--- config.mk ---
export PLATFORM = sky130hd
export DESIGN_NAME = channel_activity_histogram_shader_flat
export DESIGN_NICKNAME = d
export VERILOG_FILES = /design/src/hw/rtl/chs_pkg.sv /design/src/hw/rtl/chs_if.sv /design/src/hw/rtl/chs_front.sv /design/src/hw/rtl/chs_back.sv /design/src/hw/rtl/channel_activity_histogram_shader.sv /design/src/flat_wrapper.sv
export VERILOG_INCLUDE_DIRS = /design/src /design/src/hw/rtl
export SDC_FILE = /design/constraint.sdc
export NUM_CORES = 2
export LEC_CHECK = 0
export BUFFER_PORTS_ARGS = -buffer_cell sky130_fd_sc_hd__buf_2
export CAP_MARGIN = 10
export CORE_ASPECT_RATIO = 1.2
export CORE_MARGIN = 2
export CORE_UTILIZATION = 55
export DETAILED_ROUTE_END_ITERATION = 8
export PLACE_DENSITY = 0.74
export REMOVE_ABC_BUFFERS = 1
export SYNTH_ARGS = -nofsm -noshare
export SYNTH_HDL_FRONTEND = slang
export SYNTH_SLANG_ARGS = --single-unit
--- constraint.sdc ---
create_clock -name clk -period 8.7 [get_ports clk]
set_clock_uncertainty 0.1 [all_clocks]
set_input_delay 2.61 -clock clk [delete_from_list [all_inputs] [get_ports clk]]
set_output_delay 2.61 -clock clk [all_outputs]
set_load 0.05 [all_outputs]
--- src/hw/rtl/channel_activity_histogram_shader_macros.svh ---
// ----------------------------------------------------------------------------
// Channel activity histogram shader - assertion macros
// Shared concurrent assertion forms; each expects clk and rst_n in scope.
// ----------------------------------------------------------------------------
`ifndef CHANNEL_ACTIVITY_HISTOGRAM_SHADER_MACROS_SVH
`define CHANNEL_ACTIVITY_HISTOGRAM_SHADER_MACROS_SVH

// Condition holds at every edge out of reset.
`define CHS_ASSERT_HOLDS(label, cond, msg) \
  label: assert property (@(posedge clk) disable iff (!rst_n) (cond)) else $error(msg);

// Same-cycle implication.
`define CHS_ASSERT_IMPLIES(label, ante, cons, msg) \
  label: assert property (@(posedge clk) disable iff (!rst_n) (ante) |-> (cons)) \
    else $error(msg);

// Next-cycle implication.
`define CHS_ASSERT_NEXT(label, ante, cons, msg) \
  label: assert property (@(posedge clk) disable iff (!rst_n) (ante) |=> (cons)) \
    else $error(msg);

`endif

--- src/hw/rtl/chs_pkg.sv ---
// ----------------------------------------------------------------------------
// chs_pkg
// Types, codes and the glyph ramp for the channel activity histogram shader.
// ----------------------------------------------------------------------------
package chs_pkg;

  typedef enum logic [1:0] {
    OP_SAMPLE = 2'd0,
    OP_READ   = 2'd1,
    OP_CLEAR  = 2'd2,
    OP_NOP    = 2'd3
  } op_t;

  localparam logic [7:0] HIT_PATTERN = 8'h01;
  localparam logic [7:0] COUNT_MAX   = 8'hFF;
  localparam logic [3:0] LEVEL_MAX   = 4'd9;

  typedef struct packed {
    logic [1:0] op;
    logic [6:0] channel;
    logic [7:0] detector_byte;
  } in_item_t;

  typedef struct packed {
    logic [7:0] hit_count;
    logic [3:0] shade_level;
    logic [6:0] glyph;
    logic [7:0] peak_count;
  } out_item_t;

  // Classified command passed from front end to back end.
  typedef struct packed {
    op_t        op;
    logic [6:0] channel;
    logic       in_range;
    logic       hit;
  } cmd_t;

  typedef enum logic [2:0] {
    BK_IDLE,
    BK_UPDATE,
    BK_DIVIDE,
    BK_EMIT
  } back_state_t;

  // ASCII ramp " .:-=+*#%@"
  function automatic logic [6:0] glyph_of(input logic [3:0] level);
    logic [6:0] g;
    unique case (level)
      4'd0:    g = 7'h20;
      4'd1:    g = 7'h2E;
      4'd2:    g = 7'h3A;
      4'd3:    g = 7'h2D;
      4'd4:    g = 7'h3D;
      4'd5:    g = 7'h2B;
      4'd6:    g = 7'h2A;
      4'd7:    g = 7'h23;
      4'd8:    g = 7'h25;
      4'd9:    g = 7'h40;
      default: g = 7'h20;
    endcase
    return g;
  endfunction

  // Nonzero counts never shade as level 0; cap at the top of the ramp.
  function automatic logic [3:0] level_clamp(input logic [3:0] q);
    logic [3:0] l;
    priority if (q == 4'd0)      l = 4'd1;
    else if (q > LEVEL_MAX)      l = LEVEL_MAX;
    else                         l = q;
    return l;
  endfunction

endpackage

--- src/hw/rtl/chs_if.sv ---
// ----------------------------------------------------------------------------
// chs_if
// Valid/ready channel interfaces for input items and result items.
// ----------------------------------------------------------------------------
interface chs_in_if;
  logic               valid;
  logic               ready;
  chs_pkg::in_item_t  data;

  modport source (output valid, output data, input ready);
  modport sink   (input valid, input data, output ready);
endinterface

interface chs_out_if;
  logic               valid;
  logic               ready;
  chs_pkg::out_item_t data;

  modport source (output valid, output data, input ready);
  modport sink   (input valid, input data, output ready);
endinterface

--- src/hw/rtl/chs_front.sv ---
// ----------------------------------------------------------------------------
// chs_front
// Accepts input items, decodes op, range and hit, and queues the commands
// in a two-entry queue toward the back end.
// ----------------------------------------------------------------------------
module chs_front #(
  parameter int NUM_CHANNELS = 128
) (
  input  logic          clk,
  input  logic          rst_n,
  chs_in_if.sink        in_if,
  output logic          cmd_valid,
  input  logic          cmd_ready,
  output chs_pkg::cmd_t cmd
);

  chs_pkg::cmd_t q_mem [2];
  logic          wr_ptr_r, wr_ptr_nxt;
  logic          rd_ptr_r, rd_ptr_nxt;
  logic [1:0]    cnt_r, cnt_nxt;
  logic          push, pop;
  chs_pkg::cmd_t cls;

  always_comb begin
    cls.op       = chs_pkg::op_t'(in_if.data.op);
    cls.channel  = in_if.data.channel;
    cls.in_range = ({2'b00, in_if.data.channel} < 9'(NUM_CHANNELS));
    cls.hit      = (cls.op == chs_pkg::OP_SAMPLE) &&
                   (in_if.data.detector_byte == chs_pkg::HIT_PATTERN);
  end

  assign in_if.ready = (cnt_r != 2'd2);
  assign push        = in_if.valid && in_if.ready;
  assign cmd_valid   = (cnt_r != 2'd0);
  assign pop         = cmd_valid && cmd_ready;
  assign cmd         = q_mem[rd_ptr_r];

  always_comb begin
    wr_ptr_nxt = push ? ~wr_ptr_r : wr_ptr_r;
    rd_ptr_nxt = pop  ? ~rd_ptr_r : rd_ptr_r;
    cnt_nxt    = cnt_r + {1'b0, push} - {1'b0, pop};
  end

  always_ff @(posedge clk) begin
    if (push) begin
      q_mem[wr_ptr_r] <= cls;
    end
  end

  always_ff @(posedge clk) begin
    if (!rst_n) begin
      wr_ptr_r <= 1'b0;
      rd_ptr_r <= 1'b0;
      cnt_r    <= 2'd0;
    end else begin
      wr_ptr_r <= wr_ptr_nxt;
      rd_ptr_r <= rd_ptr_nxt;
      cnt_r    <= cnt_nxt;
    end
  end

endmodule

--- src/hw/rtl/chs_back.sv ---
// ----------------------------------------------------------------------------
// chs_back
// Executes one command at a time: count lookup and update, peak tracking,
// a four-step restoring divide for the shade level, and the result register.
// ----------------------------------------------------------------------------
`include "channel_activity_histogram_shader_macros.svh"

module chs_back #(
  parameter int NUM_CHANNELS = 128
) (
  input  logic          clk,
  input  logic          rst_n,
  input  logic          cmd_valid,
  output logic          cmd_ready,
  input  chs_pkg::cmd_t cmd,
  chs_out_if.source     out_if
);

  localparam int AW = (NUM_CHANNELS > 1) ? $clog2(NUM_CHANNELS) : 1;

  logic [7:0]              mem [NUM_CHANNELS];
  logic [NUM_CHANNELS-1:0] vld_r, vld_nxt;
  logic [7:0]              rd_data_r;
  logic                    rd_vld_r;

  chs_pkg::back_state_t    state_r, state_nxt;
  chs_pkg::cmd_t           cur_r, cur_nxt;
  logic [7:0]              count_r, count_nxt;
  logic [7:0]              peak_r, peak_nxt;
  logic [12:0]             rem_r, rem_nxt;
  logic [11:0]             div_r, div_nxt;
  logic [3:0]              quo_r, quo_nxt;
  logic [1:0]              step_r, step_nxt;
  logic [3:0]              lvl_r, lvl_nxt;
  logic                    out_valid_r, out_valid_nxt;
  chs_pkg::out_item_t      out_r, out_nxt;

  logic [7:0]              cmd_chan_ext, cur_chan_ext;
  logic [AW-1:0]           rd_addr, cur_addr;
  logic [7:0]              base, upd_count;
  logic                    bump, mem_we;

  assign cmd_chan_ext = {1'b0, cmd.channel};
  assign cur_chan_ext = {1'b0, cur_r.channel};
  assign rd_addr      = cmd_chan_ext[AW-1:0];
  assign cur_addr     = cur_chan_ext[AW-1:0];

  assign base      = rd_vld_r ? rd_data_r : 8'd0;
  assign bump      = cur_r.hit && cur_r.in_range && (base != chs_pkg::COUNT_MAX);
  assign upd_count = bump ? base + 8'd1 : base;

  assign out_if.valid = out_valid_r;
  assign out_if.data  = out_r;

  always_comb begin
    state_nxt     = state_r;
    cur_nxt       = cur_r;
    count_nxt     = count_r;
    peak_nxt      = peak_r;
    rem_nxt       = rem_r;
    div_nxt       = div_r;
    quo_nxt       = quo_r;
    step_nxt      = step_r;
    lvl_nxt       = lvl_r;
    vld_nxt       = vld_r;
    out_nxt       = out_r;
    out_valid_nxt = out_valid_r;
    cmd_ready     = 1'b0;
    mem_we        = 1'b0;

    if (out_if.ready) begin
      out_valid_nxt = 1'b0;
    end

    unique case (state_r)
      chs_pkg::BK_IDLE: begin
        cmd_ready = 1'b1;
        if (cmd_valid) begin
          cur_nxt   = cmd;
          state_nxt = chs_pkg::BK_UPDATE;
        end
      end

      chs_pkg::BK_UPDATE: begin
        lvl_nxt   = 4'd0;
        state_nxt = chs_pkg::BK_EMIT;
        if (cur_r.op == chs_pkg::OP_CLEAR) begin
          vld_nxt   = '0;
          peak_nxt  = 8'd0;
          count_nxt = 8'd0;
        end else begin
          count_nxt = cur_r.in_range ? upd_count : 8'd0;
          if (bump) begin
            mem_we            = 1'b1;
            vld_nxt[cur_addr] = 1'b1;
            if (upd_count > peak_r) begin
              peak_nxt = upd_count;
            end
          end
          // level = floor((18*count + peak) / (2*peak))
          if ((cur_r.op == chs_pkg::OP_READ) && cur_r.in_range &&
              (upd_count != 8'd0) && (peak_r != 8'd0)) begin
            rem_nxt   = {1'b0, upd_count, 4'b0000} + {4'b0000, upd_count, 1'b0} +
                        {5'b00000, peak_r};
            div_nxt   = {peak_r, 4'b0000};
            quo_nxt   = 4'd0;
            step_nxt  = 2'd3;
            state_nxt = chs_pkg::BK_DIVIDE;
          end
        end
      end

      chs_pkg::BK_DIVIDE: begin
        if (rem_r >= {1'b0, div_r}) begin
          rem_nxt = rem_r - {1'b0, div_r};
          quo_nxt = {quo_r[2:0], 1'b1};
        end else begin
          quo_nxt = {quo_r[2:0], 1'b0};
        end
        div_nxt  = div_r >> 1;
        step_nxt = step_r - 2'd1;
        if (step_r == 2'd0) begin
          lvl_nxt   = chs_pkg::level_clamp(quo_nxt);
          state_nxt = chs_pkg::BK_EMIT;
        end
      end

      chs_pkg::BK_EMIT: begin
        // Load the result slot once it is empty or being drained.
        if (!out_valid_r || out_if.ready) begin
          out_valid_nxt       = 1'b1;
          out_nxt.hit_count   = count_r;
          out_nxt.shade_level = lvl_r;
          out_nxt.glyph       = chs_pkg::glyph_of(lvl_r);
          out_nxt.peak_count  = peak_r;
          state_nxt           = chs_pkg::BK_IDLE;
        end
      end

      default: begin
        state_nxt = chs_pkg::BK_IDLE;
      end
    endcase
  end

  always_ff @(posedge clk) begin
    if ((state_r == chs_pkg::BK_IDLE) && cmd_valid && cmd.in_range) begin
      rd_data_r <= mem[rd_addr];
      rd_vld_r  <= vld_r[rd_addr];
    end
    if (mem_we) begin
      mem[cur_addr] <= upd_count;
    end
  end

  always_ff @(posedge clk) begin
    cur_r   <= cur_nxt;
    count_r <= count_nxt;
    rem_r   <= rem_nxt;
    div_r   <= div_nxt;
    quo_r   <= quo_nxt;
    step_r  <= step_nxt;
    lvl_r   <= lvl_nxt;
    out_r   <= out_nxt;
  end

  always_ff @(posedge clk) begin
    if (!rst_n) begin
      state_r     <= chs_pkg::BK_IDLE;
      peak_r      <= 8'd0;
      vld_r       <= '0;
      out_valid_r <= 1'b0;
    end else begin
      state_r     <= state_nxt;
      peak_r      <= peak_nxt;
      vld_r       <= vld_nxt;
      out_valid_r <= out_valid_nxt;
    end
  end

  `CHS_ASSERT_HOLDS(a_count_le_peak, !out_valid_r || (out_r.hit_count <= out_r.peak_count), "result count above peak")
  `CHS_ASSERT_IMPLIES(a_level_sane, out_valid_r, (out_r.shade_level <= chs_pkg::LEVEL_MAX) && ((out_r.shade_level == 4'd0) || (out_r.hit_count != 8'd0)), "bad shade level")
  `CHS_ASSERT_NEXT(a_clear_wipes, (state_r == chs_pkg::BK_UPDATE) && (cur_r.op == chs_pkg::OP_CLEAR), (peak_r == 8'd0) && (vld_r == '0), "clear left state behind")
  `CHS_ASSERT_IMPLIES(a_divide_read_only, state_r == chs_pkg::BK_DIVIDE, (cur_r.op == chs_pkg::OP_READ) && (peak_r != 8'd0), "divide outside a read")

endmodule

--- src/hw/rtl/channel_activity_histogram_shader.sv ---
// ----------------------------------------------------------------------------
// channel_activity_histogram_shader
// Per-channel detector hit histogram with greyscale glyph readout.
// ----------------------------------------------------------------------------
// Items enter a two-entry command queue and are executed one at a time by the
// back end. A sample or clear passes through the back end's count fetch, update
// and result load; a read with nonzero count and peak also passes through the
// one-bit-per-cycle divider that produces the level before its result load.
// The counts live in a NUM_CHANNELS x 8 memory with one valid bit per entry,
// so reset and clear take effect at once with no sweep. A finished result
// sits in the output register while the queue keeps taking new items until full.
module channel_activity_histogram_shader #(
  parameter int NUM_CHANNELS = 128
) (
  input  logic      clk,
  input  logic      rst_n,
  chs_in_if.sink    in_if,
  chs_out_if.source out_if
);

  logic          cmd_valid;
  logic          cmd_ready;
  chs_pkg::cmd_t cmd;

  chs_front #(
    .NUM_CHANNELS (NUM_CHANNELS)
  ) u_front (
    .clk       (clk),
    .rst_n     (rst_n),
    .in_if     (in_if),
    .cmd_valid (cmd_valid),
    .cmd_ready (cmd_ready),
    .cmd       (cmd)
  );

  chs_back #(
    .NUM_CHANNELS (NUM_CHANNELS)
  ) u_back (
    .clk       (clk),
    .rst_n     (rst_n),
    .cmd_valid (cmd_valid),
    .cmd_ready (cmd_ready),
    .cmd       (cmd),
    .out_if    (out_if)
  );

endmodule

--- src/flat_wrapper.sv ---
// flat-port wrapper written by rule: the top's interface ports become plain ports
module channel_activity_histogram_shader_flat 
#(
  parameter int NUM_CHANNELS = 128
)
  (clk, rst_n, in_if_valid, in_if_data, in_if_ready, out_if_valid, out_if_data, out_if_ready);
  chs_in_if in_if_i ();
  chs_out_if out_if_i ();
  input  logic clk;
  input  logic rst_n;
  input wire logic [$bits(in_if_i.valid)-1:0] in_if_valid;
  input wire logic [$bits(in_if_i.data)-1:0] in_if_data;
  output wire logic [$bits(in_if_i.ready)-1:0] in_if_ready;
  output wire logic [$bits(out_if_i.valid)-1:0] out_if_valid;
  output wire logic [$bits(out_if_i.data)-1:0] out_if_data;
  input wire logic [$bits(out_if_i.ready)-1:0] out_if_ready;
  assign in_if_i.valid = in_if_valid;
  assign in_if_i.data = in_if_data;
  assign in_if_ready = in_if_i.ready;
  assign out_if_valid = out_if_i.valid;
  assign out_if_data = out_if_i.data;
  assign out_if_i.ready = out_if_ready;
  channel_activity_histogram_shader #(.NUM_CHANNELS(NUM_CHANNELS)) u_core (.clk(clk), .rst_n(rst_n), .in_if(in_if_i), .out_if(out_if_i));
endmodule
==> results summary <==
The flow ran to the end, and the final reports show no timing, DRC or antenna violations. The number of optimization iterations in the first detailed-route pass came out at 6. Detailed routing inserted a total of 33100 vias. The worst-margin pin slew came out at 1.37 ns.

In this run the critical register-to-register path is launched from u_core.u_back.rd_vld_r. The cell family contributing the most delay on the critical path is compound AO/OA/AOI/OAI gates. The count of nets left with antenna violations once routing finished came out at 0. The length in cells of the worst reg-to-reg path is 16. The final-report setup violation count came out at 0. The slowest stage cell on the critical path is sky130_fd_sc_hd__mux2_4.

The number of antenna violations at the first check in global routing came out at 1. The top cell type by total area after synthesis is sky130_fd_sc_hd__edfxtp_1. The endpoint identified for the worst register-to-register timing path is u_core.u_back.rem_r[10]. For this run, the leading register cell type out of synthesis is sky130_fd_sc_hd__edfxtp_1. The via-per-instance ratio is roughly 6.2.

In this run the static leakage power is ~20 nW. The hold buffer count at cts is 0. The storage element area is between 0.03 and 0.04 mm2. The maximum vdd drop is between 0.2 and 0.25 mV. The I/O pin count is 50. For hold timing, the worst endpoint is u_core.u_back.out_if.data[26]. The minimum clock period is 4.98 ns. The sink count of the clock tree is 1276. Counting instances, the worst hold path has a depth of 0. Yosys instantiated no cell more often than sky130_fd_sc_hd__edfxtp_1. The reported max-cap violation count is 0. The initial core utilization is approximately 55%.

The number of warning messages in the yosys log came out at 0. The multi-input gate area in the final layout came out at 0.0139 mm2. Timing would allow up to approximately 0.2 GHz. The critical path startpoint category is a flip-flop. The mean routed wirelength per cell came out at 24.3 um. The maximum buffer depth of the clock tree came out at 3.

The class of the worst hold path is reg2reg. The first routing iteration left 3676 violations. The buffers plus inverters on the worst setup path came out at 2. The kind of capture point of the worst setup path is a flip-flop. The later-pin clock latency in the skew report came out at a little over 0.7 ns. At the end of routability-driven placement, the weighted congestion stood at 0.875. The final hold slack is 0.319 ns.

The area fraction of the dominant cell type after synthesis came out at between 60% and 70%. Counting the buffers created by CTS gives roughly 110. In the synthesized netlist, the cells that appear most often are 1132 x sky130_fd_sc_hd__edfxtp_1, 908 x sky130_fd_sc_hd__nand2_1, 545 x sky130_fd_sc_hd__nand3_1. The number of slew-limit violations in the final report was 0. The floorplan die area is 0.0968 mm2. The maximum number of pins on one net before global-route repair came out at between 150 and 200.

The final hold violation count came out at 0. The power density over the cells came out at 317 mW/mm2. In the final layout, the share of cells above drive strength 1 is a little under a tenth.

The register-to-register setup slack came out at 3.72 ns. The core region area is 0.0936 mm2. The largest fanout on the critical path came out at between 70 and 80.

By area the synthesized netlist is led by sky130_fd_sc_hd__edfxtp_1 66%, sky130_fd_sc_hd__nand2_1 6.6%, sky130_fd_sc_hd__dfxtp_1 5.6%. The worst endpoint required time is ~9 ns. The synthesized area divided by synthesized cell count came out at about 13 um2. The critical path goes through nand2_1 > inv_1 > ha_1 > inv_1 > o31a_1 > mux2_4 > ha_1 > ha_1 > fa_1 > a21o_1 > a21oi_1 > o21ai_0 > a41oi_1 > a21oi_1 > xnor2_1 > mux2i_1.

The number of DRC violations after detailed routing is 0. By instance count, the cell type seen most on the critical path is sky130_fd_sc_hd__ha_1. The via count of the first global-routing pass is 31600. Detailed placement finished with a half-perimeter wire length of between 70000 and 80000 um.

The aggregate routed wire length came out at ~130000 um. The number of nets at the end of the flow is ~4000. The post-synthesis async set-or-reset flop share is 0%. Global routing finished with a remaining overflow of 0. The sequential-to-total area share from yosys stat came out at 71.1%. The netlist area before placement is a little over 0.05 mm2. The level count of the clock H-tree is 3.

The number of synthesized flops with an enable pin came out at ~1100. The largest incremental delay on the critical path is 0.85 ns. The netlist uses 70 different library cells. The layout has 6979 filler cells.

The headroom to the max-slew limit is roughly 8.3%. The count of mapped cells out of synthesis came out at between 3000 and 4000. The count of instances resized after the clock tree is built is 0. The tree is rooted in a sky130_fd_sc_hd__clkbuf_16. The final critical-path share of the clock period is 57.2%. The floorplan die height is ~340 um. Setup repair after global routing left no endpoint under its margin. The register clock-pin slew on the reported worst setup and hold paths is roughly 0.060 ns. The total global routing track utilization is 26.5%. The endpoint arrival time on the critical path came out at 5.32 ns. During placement, the flow inserted port buffers numbering 49. The synthesized flop and latch total is between 1000 and 1500.

The origin of the worst min-delay path is u_core.u_back.count_r[7]. The area growth from synthesis to layout came out at 10.4%. TritonCTS built the clock tree.

The critical path class is reg2reg. The die boundary width came out at about 280 um. The number of setup buffers added after CTS is 0. The count of standard-cell rows came out at approximately 120. The global-route wire length before repair came out at 194000 um.

The final design utilization came out at 61.2%.
[layout by cell type (no fill, tap or decap), types with 12 or more instances in the layout]
master / n
sky130_fd_sc_hd__clkbuf_8: 19
sky130_fd_sc_hd__ha_1: 42
sky130_fd_sc_hd__and3_1: 29
sky130_fd_sc_hd__bufinv_16: 13
sky130_fd_sc_hd__xnor2_1: 19
sky130_fd_sc_hd__buf_4: 50
sky130_fd_sc_hd__nand2_1: 908
sky130_fd_sc_hd__clkbuf_16: 116
sky130_fd_sc_hd__edfxtp_1: 1132
sky130_fd_sc_hd__clkbuf_1: 22
sky130_fd_sc_hd__a2111oi_0: 22
sky130_fd_sc_hd__a311oi_1: 19
sky130_fd_sc_hd__a31oi_1: 14
sky130_fd_sc_hd__mux4_2: 48
sky130_fd_sc_hd__clkinv_1: 16
sky130_fd_sc_hd__o2111ai_1: 12
sky130_fd_sc_hd__nor4_1: 17
sky130_fd_sc_hd__inv_1: 53
sky130_fd_sc_hd__buf_2: 51
sky130_fd_sc_hd__mux2i_1: 104
sky130_fd_sc_hd__o21a_1: 131
sky130_fd_sc_hd__nand3_1: 545
sky130_fd_sc_hd__clkinv_2: 19
sky130_fd_sc_hd__nor2_1: 177
sky130_fd_sc_hd__dfxtp_1: 144
sky130_fd_sc_hd__nor3_1: 12
sky130_fd_sc_hd__nor2b_1: 14
sky130_fd_sc_hd__a21oi_1: 98
sky130_fd_sc_hd__o21ai_0: 29
[cell families (layout without fill, tap and decap cells)]
kind of cell	count (synthesis)	after routing	share of synthesized area [%]
fa+ha+maj	47	47	1.21
xor+xnor	25	25	0.422
mux	164	164	4.41
other cells	0	1	0
flops	1276	1276	71.1
compound gates	428	428	5.84
simple gates	1752	1752	14.6
buf+inv	301	388	2.40
[report_power, final]
part | switching (W) | internal [W]
clock | 0.00220 | 0.00300
combinational | 0.00372 | 0.00122
sequential | 0.000137 | 0.00787
total | 0.00606 | 0.0121
[per-layer routing]
metal / vias to the layer above / part of all wire, % / GRT usage, %
li1: 14600 / - / -
met5: - / 0 / 0
met3: 311 / 9.6 / 4.61
met4: 0 / 4.9 / 13.3
met1: 16300 / 37 / 34.7
met2: 1813 / 48 / 43.1
[through the flow]
step / cells / area, um2 / setup TNS [ns] / power, W / setup slack (ns)
global placement: 5108 / 53300 / 0 / 0.0129 / 3.84
CTS: 5328 / 57300 / 0 / 0.0181 / 3.76
floorplan: 3754 / 50800 / -293.50 / 0.0113 / -6.87
detailed placement: 5110 / 53300 / 0 / 0.0130 / 3.77
finish: 5331 / 57300 / 0 / 0.0181 / 3.72
global route: 5330 / 57300 / 0 / 0.0188 / 3.46
[cell type report]
type                    count  area share [%]
flip-flops and latches   1276            64.4
multi-input cells        2416            24.2
clock buffers             157            5.67
well taps                1250            2.73
repair buffers            108            1.31
clock inverters            61            1.19
inverters                  62           0.470
diodes                      1         0.00437
[sequential cells by signal (all words and copies together) (netlist names), 4 cells and up, named ones only]
signal / count
u_core.u_back.count_r: 8
u_core.u_back.cur_addr: 7
u_core.u_back.div_r: 12
u_core.u_back.lvl_r: 4
u_core.u_back.mem: 1024
u_core.u_back.out_if.data: 27
u_core.u_back.peak_r: 8
u_core.u_back.rd_data_r: 8
u_core.u_back.rem_r: 13
u_core.u_back.vld_r: 128
u_core.u_front.q_mem: 20
[worst max path at each step]
stage | startpoint | to | cells past startpoint
after floorplan | flip-flop | u_core.u_back.rd_data_r[6] | 6
after global placement | u_core.u_back.rd_vld_r | u_core.u_back.rem_r[10] | 16
after detailed placement | u_core.u_back.rd_vld_r | u_core.u_back.rem_r[10] | 16
after CTS | u_core.u_back.rd_vld_r | u_core.u_back.rem_r[10] | 16
after global routing | u_core.u_back.rd_vld_r | u_core.u_back.rem_r[10] | 16
final | u_core.u_back.rd_vld_r | u_core.u_back.rem_r[10] | 16
No activity file was read; power rests on OpenSTA's default activity.
